`src/hdl/pwir_pkg.sv`:
```
// Shared types and constants of the pulse-width infrared command transmitter.
`default_nettype none
package pwir_pkg;

    // Frame layout
    localparam int FRAME_BITS = 8;
    localparam int BIT_IDX_W  = $clog2(FRAME_BITS);
    localparam int CMD_W      = 3;
    localparam int DAT_W      = 5;
    localparam int TICK_W     = 16;
    localparam int REP_W      = 3;

    // Configuration register indexes
    localparam logic [2:0] REG_SYNC_HIGH = 3'd0;
    localparam logic [2:0] REG_LOW       = 3'd1;
    localparam logic [2:0] REG_ZERO_HIGH = 3'd2;
    localparam logic [2:0] REG_ONE_HIGH  = 3'd3;
    localparam logic [2:0] REG_GAP       = 3'd4;
    localparam logic [2:0] REG_REPEAT    = 3'd5;

    // Register reset values
    localparam logic [TICK_W-1:0] SYNC_HIGH_RST = 16'd2400;
    localparam logic [TICK_W-1:0] LOW_RST       = 16'd600;
    localparam logic [TICK_W-1:0] ZERO_HIGH_RST = 16'd600;
    localparam logic [TICK_W-1:0] ONE_HIGH_RST  = 16'd1200;
    localparam logic [TICK_W-1:0] GAP_RST       = 16'd45000;
    localparam logic [REP_W-1:0]  REPEAT_RST    = 3'd3;

    // Timing configuration as seen by the core
    typedef struct packed {
        logic [TICK_W-1:0] sync_high_ticks;
        logic [TICK_W-1:0] low_ticks;
        logic [TICK_W-1:0] zero_high_ticks;
        logic [TICK_W-1:0] one_high_ticks;
        logic [TICK_W-1:0] gap_ticks;
        logic [REP_W-1:0]  repeat_count;
    } cfg_t;

    // One result item
    typedef struct packed {
        logic line_level;
        logic busy_res;
        logic start_ignored;
    } result_t;

endpackage
`default_nettype wire

```
`src/hdl/pwir_cfg.sv`:
```
// Configuration register bank of the infrared transmitter.
`default_nettype none
module pwir_cfg
    import pwir_pkg::*;
(
    input  wire logic        clk,
    input  wire logic        rst_n,
    input  wire logic        wr_en,
    input  wire logic [2:0]  wr_index,
    input  wire logic [15:0] wr_data,
    output cfg_t             cfg
);

    cfg_t cfg_reg;
    cfg_t cfg_next;

    // Decode the write onto one register; other indexes are dropped
    always_comb
    begin
        cfg_next = cfg_reg;
        if (wr_en)
        begin
            case (wr_index)
                REG_SYNC_HIGH: cfg_next.sync_high_ticks = wr_data;
                REG_LOW:       cfg_next.low_ticks       = wr_data;
                REG_ZERO_HIGH: cfg_next.zero_high_ticks = wr_data;
                REG_ONE_HIGH:  cfg_next.one_high_ticks  = wr_data;
                REG_GAP:       cfg_next.gap_ticks       = wr_data;
                REG_REPEAT:    cfg_next.repeat_count    = wr_data[REP_W-1:0];
                default:       cfg_next = cfg_reg;
            endcase
        end
    end

    always_ff @(posedge clk or negedge rst_n)
    begin
        if (!rst_n)
        begin
            cfg_reg.sync_high_ticks <= SYNC_HIGH_RST;
            cfg_reg.low_ticks       <= LOW_RST;
            cfg_reg.zero_high_ticks <= ZERO_HIGH_RST;
            cfg_reg.one_high_ticks  <= ONE_HIGH_RST;
            cfg_reg.gap_ticks       <= GAP_RST;
            cfg_reg.repeat_count    <= REPEAT_RST;
        end
        else
        begin
            cfg_reg <= cfg_next;
        end
    end

    assign cfg = cfg_reg;

endmodule
`default_nettype wire

```
`src/hdl/pwir_core.sv`:
```
// Phase sequencer and tick timer of the infrared transmitter.
`default_nettype none
module pwir_core
    import pwir_pkg::*;
(
    input  wire logic             clk,
    input  wire logic             rst_n,
    input  wire logic             step,
    input  wire logic             func,
    input  wire logic [CMD_W-1:0] command,
    input  wire logic [DAT_W-1:0] data_bits,
    input  wire cfg_t             cfg,
    output result_t               result
);

    localparam logic [2:0] PH_IDLE      = 3'd0;
    localparam logic [2:0] PH_SYNC_HIGH = 3'd1;
    localparam logic [2:0] PH_SYNC_LOW  = 3'd2;
    localparam logic [2:0] PH_BIT_HIGH  = 3'd3;
    localparam logic [2:0] PH_BIT_LOW   = 3'd4;
    localparam logic [2:0] PH_GAP       = 3'd5;

    localparam logic [BIT_IDX_W-1:0] LAST_BIT = BIT_IDX_W'(FRAME_BITS - 1);

    logic [2:0]            phase_reg,  phase_next;
    logic [FRAME_BITS-1:0] frame_reg,  frame_next;
    logic [FRAME_BITS-1:0] shift_reg,  shift_next;
    logic [BIT_IDX_W-1:0]  bit_reg,    bit_next;
    logic [REP_W-1:0]      rep_reg,    rep_next;
    logic [TICK_W-1:0]     timer_reg,  timer_next;

    logic              busy;
    logic              level;
    logic [TICK_W-1:0] dur_raw;
    logic [TICK_W-1:0] dur;
    logic [REP_W-1:0]  reps;
    logic              phase_done;

    assign busy  = (phase_reg != PH_IDLE);
    assign level = (phase_reg == PH_SYNC_HIGH) || (phase_reg == PH_BIT_HIGH);

    // Pick the length of the current phase; a zero length counts as one tick
    always_comb
    begin
        case (phase_reg)
            PH_SYNC_HIGH: dur_raw = cfg.sync_high_ticks;
            PH_SYNC_LOW:  dur_raw = cfg.low_ticks;
            PH_BIT_HIGH:  dur_raw = shift_reg[FRAME_BITS-1] ? cfg.one_high_ticks
                                                           : cfg.zero_high_ticks;
            PH_BIT_LOW:   dur_raw = cfg.low_ticks;
            PH_GAP:       dur_raw = cfg.gap_ticks;
            default:      dur_raw = TICK_W'(1);
        endcase
    end

    assign dur  = (dur_raw == '0) ? TICK_W'(1) : dur_raw;
    assign reps = (cfg.repeat_count == '0) ? REP_W'(1) : cfg.repeat_count;
    assign phase_done = ({1'b0, timer_reg} + (TICK_W+1)'(1)) >= {1'b0, dur};

    // Advance the sequencer for one item and form its result
    always_comb
    begin
        phase_next = phase_reg;
        frame_next = frame_reg;
        shift_next = shift_reg;
        bit_next   = bit_reg;
        rep_next   = rep_reg;
        timer_next = timer_reg;
        result.line_level    = level;
        result.busy_res      = busy;
        result.start_ignored = 1'b0;

        if (func)
        begin
            // Start: load the frame when idle, drop it otherwise
            if (busy)
            begin
                result.start_ignored = 1'b1;
            end
            else
            begin
                frame_next = {command, data_bits};
                shift_next = {command, data_bits};
                bit_next   = '0;
                rep_next   = '0;
                timer_next = '0;
                phase_next = PH_SYNC_HIGH;
                result.line_level = 1'b1;
                result.busy_res   = 1'b1;
            end
        end
        else if (busy)
        begin
            if (!phase_done)
            begin
                timer_next = timer_reg + TICK_W'(1);
            end
            else
            begin
                timer_next = '0;
                case (phase_reg)
                    PH_SYNC_HIGH: phase_next = PH_SYNC_LOW;
                    PH_SYNC_LOW:  phase_next = PH_BIT_HIGH;
                    PH_BIT_HIGH:  phase_next = PH_BIT_LOW;
                    PH_BIT_LOW:
                    begin
                        shift_next = {shift_reg[FRAME_BITS-2:0], 1'b0};
                        if (bit_reg == LAST_BIT)
                        begin
                            bit_next   = '0;
                            phase_next = PH_GAP;
                        end
                        else
                        begin
                            bit_next   = bit_reg + BIT_IDX_W'(1);
                            phase_next = PH_BIT_HIGH;
                        end
                    end
                    PH_GAP:
                    begin
                        if (({1'b0, rep_reg} + (REP_W+1)'(1)) >= {1'b0, reps})
                        begin
                            rep_next   = '0;
                            phase_next = PH_IDLE;
                        end
                        else
                        begin
                            // Reload the byte so every repetition is the same
                            rep_next   = rep_reg + REP_W'(1);
                            shift_next = frame_reg;
                            bit_next   = '0;
                            phase_next = PH_BIT_HIGH;
                        end
                    end
                    default:      phase_next = PH_IDLE;
                endcase
            end
        end
    end

    always_ff @(posedge clk or negedge rst_n)
    begin
        if (!rst_n)
        begin
            phase_reg <= PH_IDLE;
            frame_reg <= '0;
            shift_reg <= '0;
            bit_reg   <= '0;
            rep_reg   <= '0;
            timer_reg <= '0;
        end
        else if (step)
        begin
            phase_reg <= phase_next;
            frame_reg <= frame_next;
            shift_reg <= shift_next;
            bit_reg   <= bit_next;
            rep_reg   <= rep_next;
            timer_reg <= timer_next;
        end
    end

endmodule
`default_nettype wire

```
`src/hdl/pulse_width_ir_command_transmitter.sv`:
```
// Top level of the pulse-width infrared command transmitter.
// Each input item is either a time tick (tuser = 0) or a start request (tuser = 1)
// carrying a 3-bit command and 5-bit payload, sent MSB first as one byte after a
// sync pulse, repeated repeat_count times with a low gap after each pass. Every
// item yields exactly one result item: the line level for that tick, a busy flag
// and a flag for a start dropped because a transmission was running. An item
// is held in the input register while the sequencer works on it, and its result
// is then registered in the output register; one item is taken every cycle while
// the output side keeps up. A stalled output holds the item in the input register
// and drops tready. Configuration writes are taken in any cycle and should only
// be made while no item is in flight.
`default_nettype none
module pulse_width_ir_command_transmitter
    import pwir_pkg::*;
(
    input  wire logic        clk,
    input  wire logic        rst_n,
    // Input item stream
    input  wire logic        s_axis_tvalid,
    output logic             s_axis_tready,
    input  wire logic [7:0]  s_axis_tdata,   // [2:0] command, [7:3] data_bits
    input  wire logic        s_axis_tuser,   // [0] func
    // Result item stream
    output logic             m_axis_tvalid,
    input  wire logic        m_axis_tready,
    output logic [7:0]       m_axis_tdata,   // [0] line_level, [1] busy_res,
                                             // [2] start_ignored, [7:3] zero
    // Configuration write channel
    input  wire logic        cfg_valid,
    output logic             cfg_ready,
    input  wire logic [2:0]  cfg_index,
    input  wire logic [15:0] cfg_data
);

    cfg_t    cfg;
    result_t result;

    logic             in_vld_reg;
    logic             in_func_reg;
    logic [CMD_W-1:0] in_cmd_reg;
    logic [DAT_W-1:0] in_dat_reg;
    logic             out_vld_reg;
    result_t          out_res_reg;
    logic             advance;
    logic             accept;

    // Move the held item through the sequencer when the output slot frees
    assign advance       = in_vld_reg && (!out_vld_reg || m_axis_tready);
    assign s_axis_tready = !in_vld_reg || advance;
    assign accept        = s_axis_tvalid && s_axis_tready;
    assign cfg_ready     = 1'b1;

    pwir_cfg u_cfg
    (
        .clk      (clk),
        .rst_n    (rst_n),
        .wr_en    (cfg_valid),
        .wr_index (cfg_index),
        .wr_data  (cfg_data),
        .cfg      (cfg)
    );

    pwir_core u_core
    (
        .clk       (clk),
        .rst_n     (rst_n),
        .step      (advance),
        .func      (in_func_reg),
        .command   (in_cmd_reg),
        .data_bits (in_dat_reg),
        .cfg       (cfg),
        .result    (result)
    );

    // Hold the accepted item
    always_ff @(posedge clk or negedge rst_n)
    begin
        if (!rst_n)
        begin
            in_vld_reg <= 1'b0;
        end
        else if (s_axis_tready)
        begin
            in_vld_reg <= s_axis_tvalid;
        end
    end

    always_ff @(posedge clk)
    begin
        if (accept)
        begin
            in_func_reg <= s_axis_tuser;
            in_cmd_reg  <= s_axis_tdata[CMD_W-1:0];
            in_dat_reg  <= s_axis_tdata[CMD_W+DAT_W-1:CMD_W];
        end
    end

    // Hold the result until taken
    always_ff @(posedge clk or negedge rst_n)
    begin
        if (!rst_n)
        begin
            out_vld_reg <= 1'b0;
        end
        else if (advance)
        begin
            out_vld_reg <= 1'b1;
        end
        else if (m_axis_tready)
        begin
            out_vld_reg <= 1'b0;
        end
    end

    always_ff @(posedge clk)
    begin
        if (advance)
        begin
            out_res_reg <= result;
        end
    end

    assign m_axis_tvalid = out_vld_reg;
    assign m_axis_tdata  = {5'b0, out_res_reg.start_ignored, out_res_reg.busy_res,
                            out_res_reg.line_level};

endmodule
`default_nettype wire

```
`config.mk`:
```
export PLATFORM = sky130hd
export DESIGN_NAME = pulse_width_ir_command_transmitter
export DESIGN_NICKNAME = d
export VERILOG_FILES = /design/src/hdl/pwir_pkg.sv /design/src/hdl/pwir_cfg.sv /design/src/hdl/pwir_core.sv /design/src/hdl/pulse_width_ir_command_transmitter.sv
export SDC_FILE = /design/constraint.sdc
export NUM_CORES = 1
export LEC_CHECK = 0
export ABC_CLOCK_PERIOD_IN_PS = 4140
export BUFFER_PORTS_ARGS = -buffer_cell sky130_fd_sc_hd__buf_2
export CAP_MARGIN = 20
export CORE_MARGIN = 5
export CORE_UTILIZATION = 61
export CTS_CLUSTER_DIAMETER = 120
export DETAILED_ROUTE_END_ITERATION = 16
export GPL_TIMING_DRIVEN = 0
export PLACE_DENSITY = 0.92
export SLEW_MARGIN = 25
export SYNTH_ARGS = -nofsm -noshare
export SYNTH_HDL_FRONTEND = slang
export SYNTH_SLANG_ARGS = --single-unit
```
`constraint.sdc`:
```
create_clock -name clk -period 4.14 [get_ports clk]
set_input_delay 0 -clock clk [delete_from_list [all_inputs] [get_ports clk]]
set_output_delay 0 -clock clk [all_outputs]
set_load 0.02 [all_outputs]
```
* Yosys cells after proc, flatten, opt, wreduce, memory -nomap -nowiden
Index checks and enable logic that the tools add are counted.
** Storage, ports and cells
- Bits in registers :: 138
- Input port bits :: 33
- Output and inout bits :: 11
- Logic and storage cells :: 107
** Cells by class
- Add/sub/neg operators :: 5
- $lt $le $gt $ge :: 2
- Equal/unequal tests :: 13
- Muxes and demuxes :: 38
- Bitwise gates (word level) :: 1
- Reductions and logical operators :: 28
** Operators by type and width (count)
- $mux W16 :: 6
- $pmux W16 S4 :: 1
- $mux W3 :: 18
- $mux W8 :: 5
- $add A16 B1 Y17 const B :: 1
- $ge A17 B16 Y1 :: 1
- $add A16 B1 Y16 const B :: 1
- $logic_not A16 Y1 :: 1
- $pmux W8 S2 :: 1
- $eq A3 B3 Y1 const B :: 5
- $pmux W3 S5 :: 1
- $eq A3 B2 Y1 const B :: 4
- $reduce_and A2 Y1 :: 6
- $reduce_bool A2 Y1 :: 4
- $add A3 B1 Y3 const B :: 2
- $eq A3 B1 Y1 const B :: 2
- $logic_not A3 Y1 :: 2
- $pmux W3 S2 :: 1
- $reduce_and A3 Y1 :: 2
- $reduce_and A6 Y1 :: 1
- $reduce_bool A3 Y1 :: 2
- $reduce_and A5 Y1 :: 1
- $add A3 B1 Y4 const B :: 1
- $ge A4 B3 Y1 :: 1
- 10 further kinds :: 17

* Depth between registers and ports, before layout
- Depth in word-level cells :: 9
- Mapped depth :: 15
- Depth with buffers taken out :: 12

* Cells and area by module
Synthesis repeated with hierarchy kept, for this count alone.
** Unflattened totals
- Cells, all modules :: 568
- Area total of the unflattened synthesis :: 7078.0 um^2
** By module, submodules not included
- pwir_core :: times used 1, cells an instance 360, area an instance 3339.5 um^2, seq. area each 1026.0 um^2
- pwir_cfg :: times used 1, cells an instance 180, area an instance 3221.8 um^2, seq. area each 2110.8 um^2
- pulse_width_ir_command_transmitter :: times used 1, cells an instance 28, area an instance 516.7 um^2, seq. area each 410.4 um^2

* Worst setup path before layout
Ideal clock, no wire load.
- Kind :: reg-to-reg
- Start point :: register u_core.timer_reg[0]
- End point :: register u_core.bit_reg[0]
- Library setup time :: 0.125 ns
- Arrival :: 3.533 ns
- Data required time :: 4.015 ns
- Setup slack :: 0.482 ns
- Cell stages (with the launch flop) :: 14
- Buffers on the path :: 1
- Period minus slack after synthesis :: 3.658 ns
- Cell sequence :: dfrtp_1 > ha_1 > nand4_1 > or3_1 > nor2_1 > xor2_1 > ha_1 > a21o_1 > a221o_1 > a21o_1 > o311a_4 > o22ai_4 > buf_12 > mux2_4
** Between the ends
- Longest elaborated chain between the ends :: 4
** RTL lines
- start: declaration :: RTL line pwir_core.sv:30 : logic [TICK_W-1:0] timer_reg, timer_next;
- start signal: assignment :: RTL line pwir_core.sv:159 : timer_reg <= timer_next;
- $add A16 B1 Y17 :: RTL line pwir_core.sv:58 : assign phase_done = ({1'b0, timer_reg} + (TICK_W+1)'(1)) >= {1'b0, dur};
- $ge A17 B16 Y1 :: RTL line pwir_core.sv:58
- $reduce_bool A2 Y1 (no line)
- $reduce_and A6 Y1 (no line)
- end signal: assignment :: RTL line pwir_core.sv:157 : bit_reg <= bit_next;
- end: declaration :: RTL line pwir_core.sv:28 : logic [BIT_IDX_W-1:0] bit_reg, bit_next;
No other way between the ends.
A chain may end at the register's enable or synchronous reset.

* Final worst setup path
- Start point :: register u_core.phase_reg[2]
- End point :: register u_core.rep_reg[2]
** Between the ends
- Longest elaborated chain between the ends :: 8
- Elaborated cells between the ends (all ways) :: 16
- Those cells by class :: order compare: 1; eq/ne: 6; mux: 2; reduce/logical: 7
** RTL lines
- start: declaration :: RTL line pwir_core.sv:25 : logic [2:0] phase_reg, phase_next;
- start signal: assignment :: RTL line pwir_core.sv:154 : phase_reg <= phase_next;
- $eq A3 B2 Y1 / $eq A3 B3 Y1 (equally long branches) :: RTL line pwir_core.sv:45 : case (phase_reg)
- $reduce_or A2 Y1 (no line)
- $pmux W16 S4 :: RTL line pwir_core.sv:45
- $logic_not A16 Y1 :: RTL line pwir_core.sv:56 : assign dur = (dur_raw == '0) ? TICK_W'(1) : dur_raw;
- $mux W16 :: RTL line pwir_core.sv:56
- $ge A17 B16 Y1 :: RTL line pwir_core.sv:58
- $reduce_bool A2 Y1 (no line)
- $reduce_and A5 Y1 (no line) (*)
- end signal: assignment :: RTL line pwir_core.sv:158 : rep_reg <= rep_next;
- end: declaration :: RTL line pwir_core.sv:29 : logic [REP_W-1:0] rep_reg, rep_next;
Mark *: on every way between the ends. The rest lies on a longest branch, timed or not.

==> results.py <==
metrics = {
    "run_status": {
        "status": "complete, no violations",
    },
    "die": {
        "core_area_mm2": 0.0115,
        "ios": 44,
        "die_w_um": 118,
        "die_area_mm2": 0.0140,
        "initial_utilization": 0.623,
        "rows": 39,
        "fp.dieH_um": 118,
    },
    "global_route": {
        "grt_use_total": 0.263,
        "grt_max_degree": 82,
        "grt_pass1_vias": 5640,
        "overflow": 0,
        "grt_pass1_wl_um": 29400,
        "antenna_found_initial": 0,
    },
    "critical_path": {
        "critical_path.startpoint_type": "flop",
        "crit_arrival_ns": 4.41,
        "path_buf_inv": 2,
        "crit_fanout": 10,
        "crit_path_end_kind": "flop",
        "crit_top_cell": "buf_6",
        "path_cells": "buf_6, and3b_4, buf_6, o2bb2ai_1, a221oi_2, nand4_1, or4_1, o221ai_1, ha_1, a21oi_2, a211oi_2, o31ai_4, and2_1, o211ai_1",
        "cp_slowest_cell": "or4_1",
        "cp_slowest_stage_delay_ns": 0.62,
        "critPathTopFamily": "compound AO/OA/AOI/OAI gates",
        "required_ns": 4.43,
        "crit_type": "flop to flop",
    },
    "sta": {
        "fin_crit_sh": 0.996,
        "worst_pin_slew_ns": 1.06,
        "min_period_ns": 4.13,
        "setup_viol": 0,
        "fin_worst_skew_ns": 0.0103,
        "slew_violations": 0,
        "max_freq_mhz": 242,
        "slew_headroom": 0.286,
        "hold_ws_ns": 0.0635,
        "hold_viol": 0,
    },
    "logic_synthesis": {
        "synth-async-reset-ratio": 0.913,
        "synth_edf_count": 12,
        "synthesis.area_mm2": 0.00714,
        "synth.avg_cell_area_um2": 12.3,
        "ys_top_cells_by_area": "dfrtp_1 (35%), mux2_2 (15%), dfstp_2 (9.9%)",
        "synth_cells": 582,
        "synth-seq-cells": 138,
        "ys.flop_type": "dfrtp_1",
        "synth.distinct_cells": 66,
        "ys_seq_area_frac": 0.497,
        "yosysWarnings": 0,
        "synth_top_area_share": 0.347,
        "synth_area_leader_cell": "dfrtp_1",
    },
    "cts": {
        "clk_pin_slew_ns": 0.06,
        "cts_sinks": 138,
        "cts_buffer_depth": 2,
        "tritoncts": "built",
        "htreeDepth": 4,
        "cts-root-buf": "clkbuf_16",
        "cts_buffers": 17,
        "clock_latency_ns": 0.43,
    },
    "finish": {
        "fillers": 605,
        "utilization": 0.747,
        "areaGrowthSynthToFinish_pct": 19.9,
        "drive_gt1_frac": 0.369,
        "largest_reg_flops": 83,
        "fin_nets": 731,
        "antenna_cells": 0,
    },
    "place": {
        "dp.final_hpwl_um": 11200,
        "gp_congestion": 0.896,
        "portBuffers": 35,
    },
    "drt": {
        "dr.pass1.iters": 7,
        "avgViaCountPerCell": 6.60,
        "vias": 5464,
        "drt-total-wl_um": 19400,
        "routedWlPerCell_um": 23.5,
        "drc": 0,
        "dr.first_iter.drc_count": 484,
        "ant_nets": 0,
    },
    "power_and_ir_drop": {
        "cellPowerDensity_mw_per_mm2": 632,
        "peakVddDrop_mv": 0.414,
        "p_leak_nw": 3.69,
    },
    "min_path": {
        "hold_path.class": "primary input to asynchronous set/reset pin",
    },
    "flow_run": {
        "maxCapViolCount": 0,
    },
}
-- placed cells by master, fill, tap and decap left out, types with 4 or more instances in the layout --
master,count
a21o_1,5
a21oi_1,9
a221oi_2,11
and2_1,4
and3_1,5
buf_2,41
buf_4,11
buf_6,4
clkbuf_1,14
clkbuf_16,17
clkinvlp_4,4
conb_1,6
dfrtp_1,98
dfstp_2,27
dlygate4sd3_1,29
edfxtp_1,12
ha_1,25
inv_1,11
mux2_2,92
mux2_4,10
mux2i_1,23
nand2_1,42
nand2b_1,8
nand3_1,10
nand4_1,9
nand4b_1,4
nor2_1,17
nor3_1,7
o211ai_1,5
o21ai_0,21
o2bb2ai_1,15
or3_1,6
xnor2_1,5
xor2_1,9
-- final cells by class --
type | instances | area (um2) | area share
flip-flops and latches | 138 | 3550 | 0.414
multi-input cells | 404 | 3500 | 0.408
repair buffers | 67 | 514 | 0.0600
clock buffers | 22 | 474 | 0.0554
plain buffers | 33 | 216 | 0.0253
well taps | 143 | 179 | 0.0209
clock inverters | 10 | 93.8 | 0.0110
inverters | 11 | 41.3 | 0.00482
-- what timing repair did --
item                       in CTS  in global routing
gates resized for setup         3                 21
setup buffers                   0                  2
hold endpoints to repair      195                  0
cloned                          0                  0
setup endpoints to repair      10                 33
hold buffers                   29                  0
-- path summary, 6_finish.rpt --
| kind | start | endpoint | slack [ns] | cells past startpoint |
|---|---|---|---|---|
| max | u_core.phase_reg[2]$_DFFE_PN0P_ | u_core.rep_reg[2]$_DFFE_PN0P_ | 0.01 | 14 |
| min | rst_n | u_cfg.cfg[21]$_DFFE_PN0P_ | 0.06 | 2 |
| max reg2reg | u_core.phase_reg[2]$_DFFE_PN0P_ | u_core.rep_reg[2]$_DFFE_PN0P_ | 0.01 | 14 |
| min reg2reg | u_cfg.cfg[33]$_DFFE_PN0P_ | u_cfg.cfg[33]$_DFFE_PN0P_ | 0.50 | 1 |
| max in group asynchronous | rst_n | u_cfg.cfg[75]$_DFFE_PN1P_ | 3.31 | 3 |
| min in group clk | cfg_index[0] | u_cfg.cfg[0]$_DFFE_PN1P_ | 0.14 | 3 |
-- cell families after synthesis --
logic type | count (synthesis) | share of synthesized area
adders and majority gates | 26 | 0.0455
and+or+nand+nor | 134 | 0.0997
xor gates and xnor gates | 14 | 0.0172
AOI/OAI and AO/OA | 98 | 0.106
DFF | 138 | 0.497
other | 2 | 0.00105
buffers and inverters | 44 | 0.0345
muxes | 126 | 0.200
-- synth_stat cells, types with 11 or more instances --
| cell type | n |
|---|---|
| a21oi_1 | 11 |
| a221oi_1 | 15 |
| buf_4 | 11 |
| clkbuf_1 | 12 |
| dfrtp_1 | 99 |
| dfstp_2 | 27 |
| edfxtp_1 | 12 |
| ha_1 | 26 |
| inv_1 | 11 |
| mux2_2 | 92 |
| mux2i_1 | 23 |
| nand2_1 | 42 |
| nor2_1 | 17 |
| o21ai_0 | 21 |
| o2bb2ai_1 | 15 |
-- layer usage --
layer  share of wire  global-route usage  up-vias  routed length (um)
li1                -                   -     2339                   -
met1            0.39               0.330     2743                7570
met2            0.50               0.441      297                9720
met3           0.068              0.0530       85                1330
met4           0.041               0.120        0                 803
met5               0                   0        -                   0
-- per-stage QoR --
step                      power [mW]  instance area, um2  TNS (ns)  std cells  setup WS (ns)
after floorplan                 3.14                7160         0        586          0.482
final                           5.42                8560         0        828         0.0148
after detailed placement        3.61                7550         0        765        0.00666
after global placement          3.47                7510         0        764          0.116
after global routing            5.61                8560     -1.09        828        -0.0780
after CTS                       5.12                8420         0        826        0.00248
-- power by group --
group	switching, mW	internal [mW]
Clock	0.610	0.873
Sequential	0.247	1.74
Combinational	1.09	0.853
Total	1.95	3.46
-- worst reg2reg max path: cells and delay by family, from the launching register on --
family | cells | cell delay (ns)
AND/OR/NAND/NOR | 4 | 1.40
buffers and inverters | 2 | 0.32
flip-flops | 1 | 0.41
AO/OA/AOI/OAI | 7 | 1.58
adder cells (fa/ha/maj) | 1 | 0.28
No activity file was read; power rests on OpenSTA's default activity.
